==> config.mk <==
export PLATFORM = sky130hd
export DESIGN_NAME = route_transposition_cipher
export DESIGN_NICKNAME = d
export VERILOG_FILES = /design/src/sv/rtc_pkg.sv /design/src/sv/route_transposition_cipher.sv /design/src/sv/rtc_store.sv /design/src/sv/rtc_route.sv
export SDC_FILE = /design/constraint.sdc
export NUM_CORES = 1
export LEC_CHECK = 0
export BUFFER_PORTS_ARGS = -buffer_cell sky130_fd_sc_hd__buf_2
export CORE_MARGIN = 1.5
export CORE_UTILIZATION = 60
export DETAILED_ROUTE_END_ITERATION = 8
export PLACE_DENSITY = 0.76
export SKIP_CTS_REPAIR_TIMING = 1
export SYNTH_ARGS = -nofsm -noshare
export SYNTH_HDL_FRONTEND = slang
export SYNTH_SLANG_ARGS = --single-unit
export TNS_END_PERCENT = 1
==> constraint.sdc <==
create_clock -name clk -period 5.3 [get_ports clk]
set_input_delay 0.265 -clock clk [delete_from_list [all_inputs] [get_ports clk]]
set_output_delay 0.265 -clock clk [all_outputs]
set_load 0.01 [all_outputs]
==> src/sv/rtc_pkg.sv <==
// Shared types, constants and codes for the columnar route transposition block.
package rtc_pkg;

    localparam int KEY_W       = 7;
    localparam int CFG_IDX_W   = 1;
    localparam int CFG_DATA_W  = 7;
    localparam int MAX_LEN_DEF = 64;

    // Configuration register indexes
    localparam logic [CFG_IDX_W-1:0] CFG_KEY_COLUMNS  = 1'd0;
    localparam logic [CFG_IDX_W-1:0] CFG_DECRYPT_MODE = 1'd1;

    typedef enum logic [1:0] {
        ST_LOAD,
        ST_START,
        ST_EMIT
    } rtc_state_t;

    typedef struct packed {
        logic [7:0] data_byte;
        logic       last_in;
    } in_word_t;

    typedef struct packed {
        logic [7:0] out_byte;
        logic       last_out;
        logic       truncated;
    } out_word_t;

    // Control from the sequencer to the route address generator
    typedef struct packed {
        logic start;
        logic advance;
        logic decrypt;
    } route_ctrl_t;

endpackage

==> src/sv/route_transposition_cipher.sv <==
// Columnar route transposition: a message is loaded one word per cycle, then emitted.
// Load: one input word per cycle; input stalls from the last word until all reads are issued.
// Emit: a start state, then one result word per cycle from the store's single read port while
//   the output buffer has room; each result passes the store's read register and the output register.
// Results drain through an output register and skid register while the next message loads.
// Reset (rst_n low, asynchronous) clears length, flags, walk state and key_columns=1, encrypt.
module route_transposition_cipher
    import rtc_pkg::*;
#(
    parameter int MAX_LEN = MAX_LEN_DEF
)
(
    input  logic                  clk,
    input  logic                  rst_n,
    input  logic                  in_valid,
    output logic                  in_stall,
    input  in_word_t              in_word,
    output logic                  out_valid,
    input  logic                  out_stall,
    output out_word_t             out_word,
    input  logic                  cfg_we,
    input  logic [CFG_IDX_W-1:0]  cfg_index,
    input  logic [CFG_DATA_W-1:0] cfg_data
);

    localparam int LW = $clog2(MAX_LEN + 1);
    localparam int AW = $clog2(MAX_LEN);
    localparam int SW = KEY_W + 1;

    rtc_state_t     state_reg, state_next;
    logic [KEY_W-1:0] key_reg;
    logic             decrypt_reg;
    logic [KEY_W-1:0] key_eff;
    logic [LW-1:0]    len_reg, len_next;
    logic [LW-1:0]    quot_reg, quot_next;
    logic [LW-1:0]    rem_reg, rem_next;
    logic             ovf_reg, ovf_next;
    logic [LW-1:0]    issue_cnt_reg, issue_cnt_next;

    logic             in_acc;
    logic             store_we;
    logic             issue;
    logic             issue_last;
    logic             clear_msg;
    route_ctrl_t      route_ctrl;
    logic [AW-1:0]    rd_addr;
    logic [7:0]       rd_data;

    logic             pend_reg;
    logic             pend_last_reg;
    logic             pend_trunc_reg;
    logic             out_valid_reg;
    out_word_t        out_word_reg;
    logic             skid_valid_reg;
    out_word_t        skid_word_reg;
    out_word_t        rd_word;
    logic [1:0]       occ;
    logic             pop;

    assign key_eff  = (key_reg == '0) ? KEY_W'(1) : key_reg;
    assign in_stall = (state_reg != ST_LOAD);
    assign in_acc   = in_valid && !in_stall;
    assign store_we = in_acc && (len_reg < LW'(MAX_LEN));

    // Configuration registers
    always_ff @(posedge clk or negedge rst_n)
    begin
        if (!rst_n)
        begin
            key_reg     <= KEY_W'(1);
            decrypt_reg <= 1'b0;
        end
        else if (cfg_we)
        begin
            case (cfg_index)
                CFG_KEY_COLUMNS:  key_reg     <= cfg_data[KEY_W-1:0];
                CFG_DECRYPT_MODE: decrypt_reg <= cfg_data[0];
                default:          ;
            endcase
        end
    end

    // Output buffer occupancy decides whether another read may go out
    assign occ        = 2'(out_valid_reg) + 2'(skid_valid_reg) + 2'(pend_reg);
    assign pop        = out_valid_reg && !out_stall;
    assign issue_last = (issue_cnt_reg == (len_reg - LW'(1)));

    // Sequencer: next state and message bookkeeping
    always_comb
    begin
        state_next     = state_reg;
        len_next       = len_reg;
        quot_next      = quot_reg;
        rem_next       = rem_reg;
        ovf_next       = ovf_reg;
        issue_cnt_next = issue_cnt_reg;
        issue          = 1'b0;
        clear_msg      = 1'b0;
        route_ctrl     = '{start: 1'b0, advance: 1'b0, decrypt: decrypt_reg};
        case (state_reg)
            ST_LOAD:
            begin
                if (in_acc)
                begin
                    if (store_we)
                    begin
                        len_next = len_reg + LW'(1);
                        if ((SW'(rem_reg) + SW'(1)) == SW'(key_eff))
                        begin
                            rem_next  = '0;
                            quot_next = quot_reg + LW'(1);
                        end
                        else
                        begin
                            rem_next = rem_reg + LW'(1);
                        end
                    end
                    else
                    begin
                        ovf_next = 1'b1;
                    end
                    if (in_word.last_in)
                    begin
                        state_next = ST_START;
                    end
                end
            end
            ST_START:
            begin
                route_ctrl.start = 1'b1;
                state_next       = ST_EMIT;
            end
            ST_EMIT:
            begin
                issue = (occ < 2'd2) || ((occ == 2'd2) && pop);
                if (issue)
                begin
                    route_ctrl.advance = 1'b1;
                    issue_cnt_next     = issue_cnt_reg + LW'(1);
                    if (issue_last)
                    begin
                        clear_msg  = 1'b1;
                        state_next = ST_LOAD;
                    end
                end
            end
            default:
            begin
                state_next = ST_LOAD;
            end
        endcase
        if (clear_msg)
        begin
            len_next       = '0;
            quot_next      = '0;
            rem_next       = '0;
            ovf_next       = 1'b0;
            issue_cnt_next = '0;
        end
    end

    // Hold sequencer state
    always_ff @(posedge clk or negedge rst_n)
    begin
        if (!rst_n)
        begin
            state_reg     <= ST_LOAD;
            len_reg       <= '0;
            quot_reg      <= '0;
            rem_reg       <= '0;
            ovf_reg       <= 1'b0;
            issue_cnt_reg <= '0;
        end
        else
        begin
            state_reg     <= state_next;
            len_reg       <= len_next;
            quot_reg      <= quot_next;
            rem_reg       <= rem_next;
            ovf_reg       <= ovf_next;
            issue_cnt_reg <= issue_cnt_next;
        end
    end

    rtc_store #(
        .MAX_LEN (MAX_LEN)
    ) u_store (
        .clk   (clk),
        .we    (store_we),
        .waddr (len_reg[AW-1:0]),
        .wdata (in_word.data_byte),
        .re    (issue),
        .raddr (rd_addr),
        .rdata (rd_data)
    );

    rtc_route #(
        .MAX_LEN (MAX_LEN)
    ) u_route (
        .clk     (clk),
        .rst_n   (rst_n),
        .ctrl    (route_ctrl),
        .key_eff (key_eff),
        .len     (len_reg),
        .quot    (quot_reg),
        .rem     (rem_reg),
        .addr    (rd_addr)
    );

    // Track the read in flight and its flags
    always_ff @(posedge clk or negedge rst_n)
    begin
        if (!rst_n)
        begin
            pend_reg <= 1'b0;
        end
        else
        begin
            pend_reg <= issue;
        end
    end

    always_ff @(posedge clk)
    begin
        if (issue)
        begin
            pend_last_reg  <= issue_last;
            pend_trunc_reg <= ovf_reg;
        end
    end

    assign rd_word = '{out_byte: rd_data, last_out: pend_last_reg, truncated: pend_trunc_reg};

    // Output register with skid stage
    always_ff @(posedge clk or negedge rst_n)
    begin
        if (!rst_n)
        begin
            out_valid_reg  <= 1'b0;
            skid_valid_reg <= 1'b0;
        end
        else
        begin
            if (pop)
            begin
                if (skid_valid_reg)
                begin
                    out_valid_reg  <= 1'b1;
                    skid_valid_reg <= pend_reg;
                end
                else
                begin
                    out_valid_reg <= pend_reg;
                end
            end
            else if (!out_valid_reg)
            begin
                out_valid_reg <= pend_reg;
            end
            else if (pend_reg)
            begin
                skid_valid_reg <= 1'b1;
            end
        end
    end

    always_ff @(posedge clk)
    begin
        if (pop)
        begin
            if (skid_valid_reg)
            begin
                out_word_reg <= skid_word_reg;
                if (pend_reg)
                begin
                    skid_word_reg <= rd_word;
                end
            end
            else if (pend_reg)
            begin
                out_word_reg <= rd_word;
            end
        end
        else if (!out_valid_reg)
        begin
            if (pend_reg)
            begin
                out_word_reg <= rd_word;
            end
        end
        else if (pend_reg)
        begin
            skid_word_reg <= rd_word;
        end
    end

    assign out_valid = out_valid_reg;
    assign out_word  = out_word_reg;

endmodule

==> src/sv/rtc_store.sv <==
// Message store: one write port, one registered read port.
module rtc_store
    import rtc_pkg::*;
#(
    parameter int MAX_LEN = MAX_LEN_DEF
)
(
    input  logic                       clk,
    input  logic                       we,
    input  logic [$clog2(MAX_LEN)-1:0] waddr,
    input  logic [7:0]                 wdata,
    input  logic                       re,
    input  logic [$clog2(MAX_LEN)-1:0] raddr,
    output logic [7:0]                 rdata
);

    logic [7:0] mem [MAX_LEN];
    logic [7:0] rdata_reg;

    // Write incoming bytes
    always_ff @(posedge clk)
    begin
        if (we)
        begin
            mem[waddr] <= wdata;
        end
    end

    // Registered read, enabled by re
    always_ff @(posedge clk)
    begin
        if (re)
        begin
            rdata_reg <= mem[raddr];
        end
    end

    assign rdata = rdata_reg;

endmodule

==> src/sv/rtc_route.sv <==
// Route address generator: walks the grid in encrypt or decrypt order.
module rtc_route
    import rtc_pkg::*;
#(
    parameter int MAX_LEN = MAX_LEN_DEF
)
(
    input  logic                         clk,
    input  logic                         rst_n,
    input  route_ctrl_t                  ctrl,
    input  logic [KEY_W-1:0]             key_eff,
    input  logic [$clog2(MAX_LEN+1)-1:0] len,
    input  logic [$clog2(MAX_LEN+1)-1:0] quot,
    input  logic [$clog2(MAX_LEN+1)-1:0] rem,
    output logic [$clog2(MAX_LEN)-1:0]   addr
);

    localparam int LW = $clog2(MAX_LEN + 1);
    localparam int AW = $clog2(MAX_LEN);
    localparam int SW = KEY_W + 1;

    logic [LW-1:0] col_reg, col_next;
    logic [LW-1:0] rowk_reg, rowk_next;
    logic [LW-1:0] addr_reg, addr_next;
    logic [LW-1:0] cc_first;
    logic [LW-1:0] cc_right;
    logic [SW-1:0] step_sum;
    logic          key_ge_len;

    // Column heights: quotient plus one for columns left of the remainder
    assign cc_first   = quot + LW'(rem != '0);
    assign cc_right   = quot + LW'((col_reg + LW'(1)) < rem);
    assign step_sum   = SW'(addr_reg) + SW'(key_eff);
    assign key_ge_len = SW'(key_eff) >= SW'(len);

    // Next walk position
    always_comb
    begin
        col_next  = col_reg;
        rowk_next = rowk_reg;
        addr_next = addr_reg;
        if (ctrl.start)
        begin
            if (ctrl.decrypt)
            begin
                col_next  = '0;
                rowk_next = len - cc_first;
                addr_next = len - cc_first;
            end
            else
            begin
                col_next  = key_ge_len ? (len - LW'(1)) : (LW'(key_eff) - LW'(1));
                addr_next = col_next;
            end
        end
        else if (ctrl.advance)
        begin
            if (ctrl.decrypt)
            begin
                if ((SW'(col_reg) + SW'(1)) == SW'(key_eff))
                begin
                    col_next  = '0;
                    rowk_next = rowk_reg + LW'(1);
                    addr_next = rowk_reg + LW'(1);
                end
                else
                begin
                    col_next  = col_reg + LW'(1);
                    addr_next = addr_reg - cc_right;
                end
            end
            else
            begin
                if (step_sum >= SW'(len))
                begin
                    col_next  = col_reg - LW'(1);
                    addr_next = col_reg - LW'(1);
                end
                else
                begin
                    addr_next = LW'(step_sum);
                end
            end
        end
    end

    // Hold walk position
    always_ff @(posedge clk or negedge rst_n)
    begin
        if (!rst_n)
        begin
            col_reg  <= '0;
            rowk_reg <= '0;
            addr_reg <= '0;
        end
        else
        begin
            col_reg  <= col_next;
            rowk_reg <= rowk_next;
            addr_reg <= addr_next;
        end
    end

    assign addr = addr_reg[AW-1:0];

endmodule

* After elaboration in Yosys (flattened, before gate mapping) *
Memories as Yosys holds them, arrays and structs flattened. A register that Yosys moved wholly into a read port is not among the register bits.
Cells that the tools add are included.

word-level totals
  bits in registers = 85
  memory bits (writable) = 512
  bits of input ports = 22
  output and inout bits = 12
  logic and storage cells = 164
  memories = 1

memories
  memory       depth  width  rd ports  clocked after memory_dff  write ports  RTL line         text
  u_store.mem  64     8      1         1                         1            rtc_store.sv:17  logic [7:0] mem [MAX_LEN];

cells by class
  add/subtract/negate cells = 18
  magnitude comparators = 5
  equality and inequality tests = 15
  muxes and demuxes = 69
  bitwise gates (word level) = 1
  reduce and logical (&&, ||, !) cells = 33

operators with widths
  operator                                                            count
  7-bit two-way mux                                                   36
  10-bit two-way mux                                                  8
  7-bit by 1-bit adder with 7-bit output, second input constant       6
  2-bit nonzero test                                                  11
  7-bit by 1-bit subtractor with 7-bit output, second input constant  3
  1-bit two-way mux                                                   20
  7-bit by 1-bit adder with 8-bit output, second input constant       2
  8-bit by 7-bit equality test with 1-bit output                      2
  7-bit by 1-bit adder with 7-bit output                              2
  2-bit inequality test, second input constant                        7
  7-bit subtractor                                                    2
  2-bit AND reduction                                                 6
  4-bit AND reduction                                                 3
  7-bit by 7-bit adder with 8-bit output                              1
  8-bit by 7-bit greater-or-equal comparator with 1-bit output        1
  2-bit two-way mux                                                   4
  7-bit equality test                                                 1
  7-bit greater-or-equal comparator                                   1
  7-bit zero test                                                     1
  7-bit less-than comparator                                          1
  7-bit less-than comparator, second input constant                   1
  7-bit nonzero test                                                  1
  2-bit case mux with 3 select lines                                  1
  3-bit AND reduction                                                 2
  12 further kinds                                                    18

* Longest topological paths before layout *
  depth after elaboration = 9
  depth in mapped cells = 22
  gate-level depth less buffers = 21

* Modules after synthesis *
From an unflattened synthesis, not the netlist that was laid out.

second synthesis, totals
  cells, all modules = 1733
  area, all modules = 27266.2 µm²

modules (own cells, without submodules)
  module                      times used  cells an instance  area each (µm²)  sequential area each (µm²)
  rtc_store                   1           940                20246.9          15615.0
  rtc_route                   1           448                3568.4           525.5
  route_transposition_cipher  1           345                3450.8           1712.9

* Worst setup path before layout *
No wires, ideal clock.

  kind = register to register
  start = register u_route.col_reg[0]
  end = register u_route.addr_reg[6]
  library setup time = 0.147 ns
  arrival = 4.391 ns
  data required time = 5.153 ns
  slack = 0.762 ns
  cell stages (with the launch flop) = 23
  buffers on the path = 1
  period minus slack after synthesis = 4.538 ns
  cells stage by stage = dfrtp_1 buf_2 inv_1 ha_1 ha_1 a21boi_0 o21a_1 o21a_1 o21a_1 o21a_1 o21ai_0 nand2b_1 fa_1 inv_1 ha_1 or2_2 fa_1 nand2b_1 a21oi_1 o21ai_0 xnor2_1 o211ai_1 a41oi_1

on the way
  cells in the longest elaborated chain, start to end = 8
  elaborated cells between the ends (all ways) = 12
  classes of those cells = add/sub: 5; order compare: 1; eq/ne: 1; mux: 5

RTL lines
  element                                 RTL line          text
  start, declared                         rtc_route.sv:22   logic [LW-1:0] col_reg, col_next;
  start signal, assigned                  rtc_route.sv:98   col_reg <= col_next;
  7-bit by 1-bit adder with 7-bit output  rtc_route.sv:32   assign cc_right = quot + LW'((col_reg + LW'(1)) < rem);
  7-bit less-than comparator              rtc_route.sv:32
  7-bit by 1-bit adder with 7-bit output  rtc_route.sv:32
  7-bit subtractor                        rtc_route.sv:69   addr_next = addr_reg - cc_right;
  7-bit two-way mux                       rtc_route.sv:60   if ((SW'(col_reg) + SW'(1)) == SW'(key_eff))
  7-bit two-way mux *                     rtc_route.sv:58   if (ctrl.decrypt)
  7-bit two-way mux *                     rtc_route.sv:56   else if (ctrl.advance)
  7-bit two-way mux *                     rtc_route.sv:42   if (ctrl.start)
  end signal, assigned                    rtc_route.sv:100  addr_reg <= addr_next;
  end, declared                           rtc_route.sv:24   logic [LW-1:0] addr_reg, addr_next;

Mark *: on every way between the ends. The rest lies on a longest branch, timed or not. The select of a mux whose other input is x is not followed.
A chain may end at the register's enable or synchronous reset.

* Worst setup path after layout *
Ends and elaborated chain as after synthesis.

==> impl_metrics.tcl <==
set metrics [dict create \
    status "finished clean" \
    htreeDepth 2 \
    grt_pass1_wl_mm 92.80 \
    antenna_found_initial 3 \
    start_util_pct 61.34 \
    grt_pass1_vias 14410 \
    power_density_nw_per_um2 494.8 \
    grt-ovfl-total 0 \
    netlist_top_cells_count "edfxtp_1, mux4_2, nor2_1" \
    power_uw 14480 \
    syn_avg_cell_area_sq_um 17.10 \
    worstPathMaxFanout 5 \
    num_rows 76 \
    synth_edf_count 542 \
    core_area_sq_um 43360 \
    dr.pass1.iters 5 \
    gp_congestion 0.8890 \
    finish.utilization_pct 67.47 \
    syn_nets 1638 \
    multi_input_area_sq_um 8180 \
    cp_data_arrival_time_ps 5300 \
    numCtsBuffers 59 \
    viasPerCell 6.594 \
    drt-total-wl_mm 62.40 \
    start_kind "flip-flop" \
    largest_reg_flops 512 \
    cts_tree "done" \
    die_area_sq_um 45600 \
    crit_path_end "u_route.addr_reg[6]$_DFFE_PN0P_" \
    path_class "reg -> reg" \
    fmax_mhz 207.3 \
    required_ps 5770 \
    netlist_top_cells_area "edfxtp_1, mux4_2, dfrtp_1, ha_1, nor2_1" \
    yosysMostFrequentCell "edfxtp_1" \
    async_reset_ff_share_pct 10.41 \
    relSlewSlack_pct 13.53 \
    num_vias 14720 \
    drt-initial-drc-count 1638 \
    path_delay_family "adder cells" \
    synthCells 1555 \
    clk_pin_slew_ps 60 \
    synth_seq_cells 605 \
    die_w_microns 213.5 \
    drv_slew 0 \
    synth.top_cell.area_share_pct 61.19 \
    cts_root_buf "clkbuf_16" \
    path_buf_inv 2 \
    r2r.worst_path.cells 21 \
    crit_start "u_route.col_reg[0]$_DFFE_PN0P_" \
    worstSkewPairLatency_ps 640 \
    n_fill_cell 2834 \
    cp_slowest_stage_delay_ps 520 \
    drive_above_1_share_pct 19.91 \
    nNetsFinal 1683 \
    rsz0062_at_grt "false" \
    tightestPinTransition_ps 1297 \
    max-cap-violations 0 \
    cts_buffer_depth 3 \
    period_minus_slack_ps 4823 \
    reg2reg_slack_ps 480 \
    irDropWorstVdd_uv 375.3 \
    finalClockSkew_ps 27.35 \
    ant_nets 0 \
    finalSetupViolCount 0 \
    grt_max_degree 90 \
    cp_common_cell "o21a_1" \
    cp.depth 21 \
    io_buffers 33 \
    slowest_stage "fa_1" \
    worstSetupEndpointType "flip-flop" \
    synthFlopType "edfxtp_1" \
    post_synth_num_cell_types 79 \
    hold_depth 4 \
    syn_area_sq_um 26600 \
    drc_errors 0 \
    setup-tns-final_ps 0 \
    power.leakage_uw 0.009735 \
    reg2reg_to "u_route.addr_reg[6]$_DFFE_PN0P_" \
    wl_per_cell_microns 27.94 \
    synth_top_area_cell "edfxtp_1" \
    yosysWarnings 0 \
    ys_seq_area_share_pct 67.12 \
    hold_class "in -> reg" \
    track_usage_pct 28.41 \
    rr_startpoint "u_route.col_reg[0]$_DFFE_PN0P_" \
    hold_viol_final 0 \
    dpl.hpwl_mm 37.66 \
    cts_num_sinks 605 \
    period_share_pct 91.00 \
    die_h_microns 213.5 \
    area_growth_pct 9.996 \
    boundaryPins 34 \
    regArea_sq_um 17860 \
    crit_chain "inv_1, ha_1, ha_1, a21boi_0, o21a_1, o21a_1, o21a_1, o21a_1, o21ai_0, nand2b_1, fa_1, inv_1, ha_1, or2_2, fa_1, nand2b_1, a21oi_1, o21ai_0, xnor2_1, o211ai_1, a41oi_1" \
]
-- worst min-delay path, cell delays in order --
cell and delay [ps]:
buf_2 90, nor2b_1 160, nand2_1 110, o21ai_0 60
-- how the worst min path moves through the flow --
stage,startpoint,endpoint,slack (ps)
3_3_place_gp,u_store.rdata[3]$_DFFE_PP_,skid_word_reg[5]$_DFFE_PP_,450
6_report,cfg_index,key_reg[1]$_DFFE_PN0P_,100
5_1_grt,cfg_index,key_reg[1]$_DFFE_PN0P_,140
3_5_place_dp,u_store.rdata[6]$_DFFE_PP_,skid_word_reg[8]$_DFFE_PP_,440
2_1_floorplan,rst_n,decrypt_reg$_DFFE_PN0P_,-30
4_1_cts,cfg_data[1],key_reg[1]$_DFFE_PN0P_,-190
-- layout by cell type (no fill, tap or decap), types with 5 or more instances in the layout --
cell	count
nand2b_1	11
o211ai_1	9
nor3_1	19
buf_2	33
o21bai_1	6
xor2_1	24
and3_1	7
nor2_1	127
a21oi_1	45
ha_1	55
a211oi_1	10
mux2i_1	15
o21a_1	9
mux2_2	5
mux4_2	168
inv_1	52
edfxtp_1	542
clkbuf_1	10
clkinv_2	12
o31ai_1	6
xnor2_1	52
clkbuf_16	59
nor3b_1	5
nor2b_1	9
nand3_1	35
a21o_1	8
dfrtp_1	60
a31oi_1	7
clkinv_1	17
buf_4	19
nand2_1	58
o21ai_0	33
dlygate4sd3_1	11
fa_1	6
-- layout make-up --
type                       count  share of cell area [%]
multi-input combinational    815                   27.96
sequential                   605                   61.05
timing repair buffer          64                   1.497
clock inverter                39                   1.103
clock buffer                  69                   5.175
inverter                      55                  0.7056
antenna                        1                0.008553
tap                          585                   2.502
-- kinds of logic after synthesis --
group / synth area share [%]
flops: 67.12
simple gates: 5.382
mux: 15.00
compound gates: 4.746
buf+inv: 2.122
xor+xnor: 2.587
fa+ha+maj: 3.039
-- power by group --
part	switching, uW	internal [uW]
sequential	343	5490
combinational	2490	2130
clock	1780	2240
-- metrics by stage --
step	hold slack [ps]	instances	area, sq um	setup WS [ps]
3_3_place_gp	445.2	2113	27310	557.8
2_1_floorplan	-30.59	1555	26600	761.6
5_1_grt	141.4	2232	29250	128.4
3_5_place_dp	444.6	2113	27310	504.5
4_1_cts	-193.6	2221	29140	492.5
6_report	96.07	2233	29260	476.8
-- layer usage --
metal	up-vias	wire (microns)	GRT usage (%)
met4	2	1708	9.179
met3	120	6154	5.741
met2	818	29710	43.74
li1	6232	-	-
met1	7552	24810	41.47
met5	-	13	0
Power figures use the tool's default switching activity.
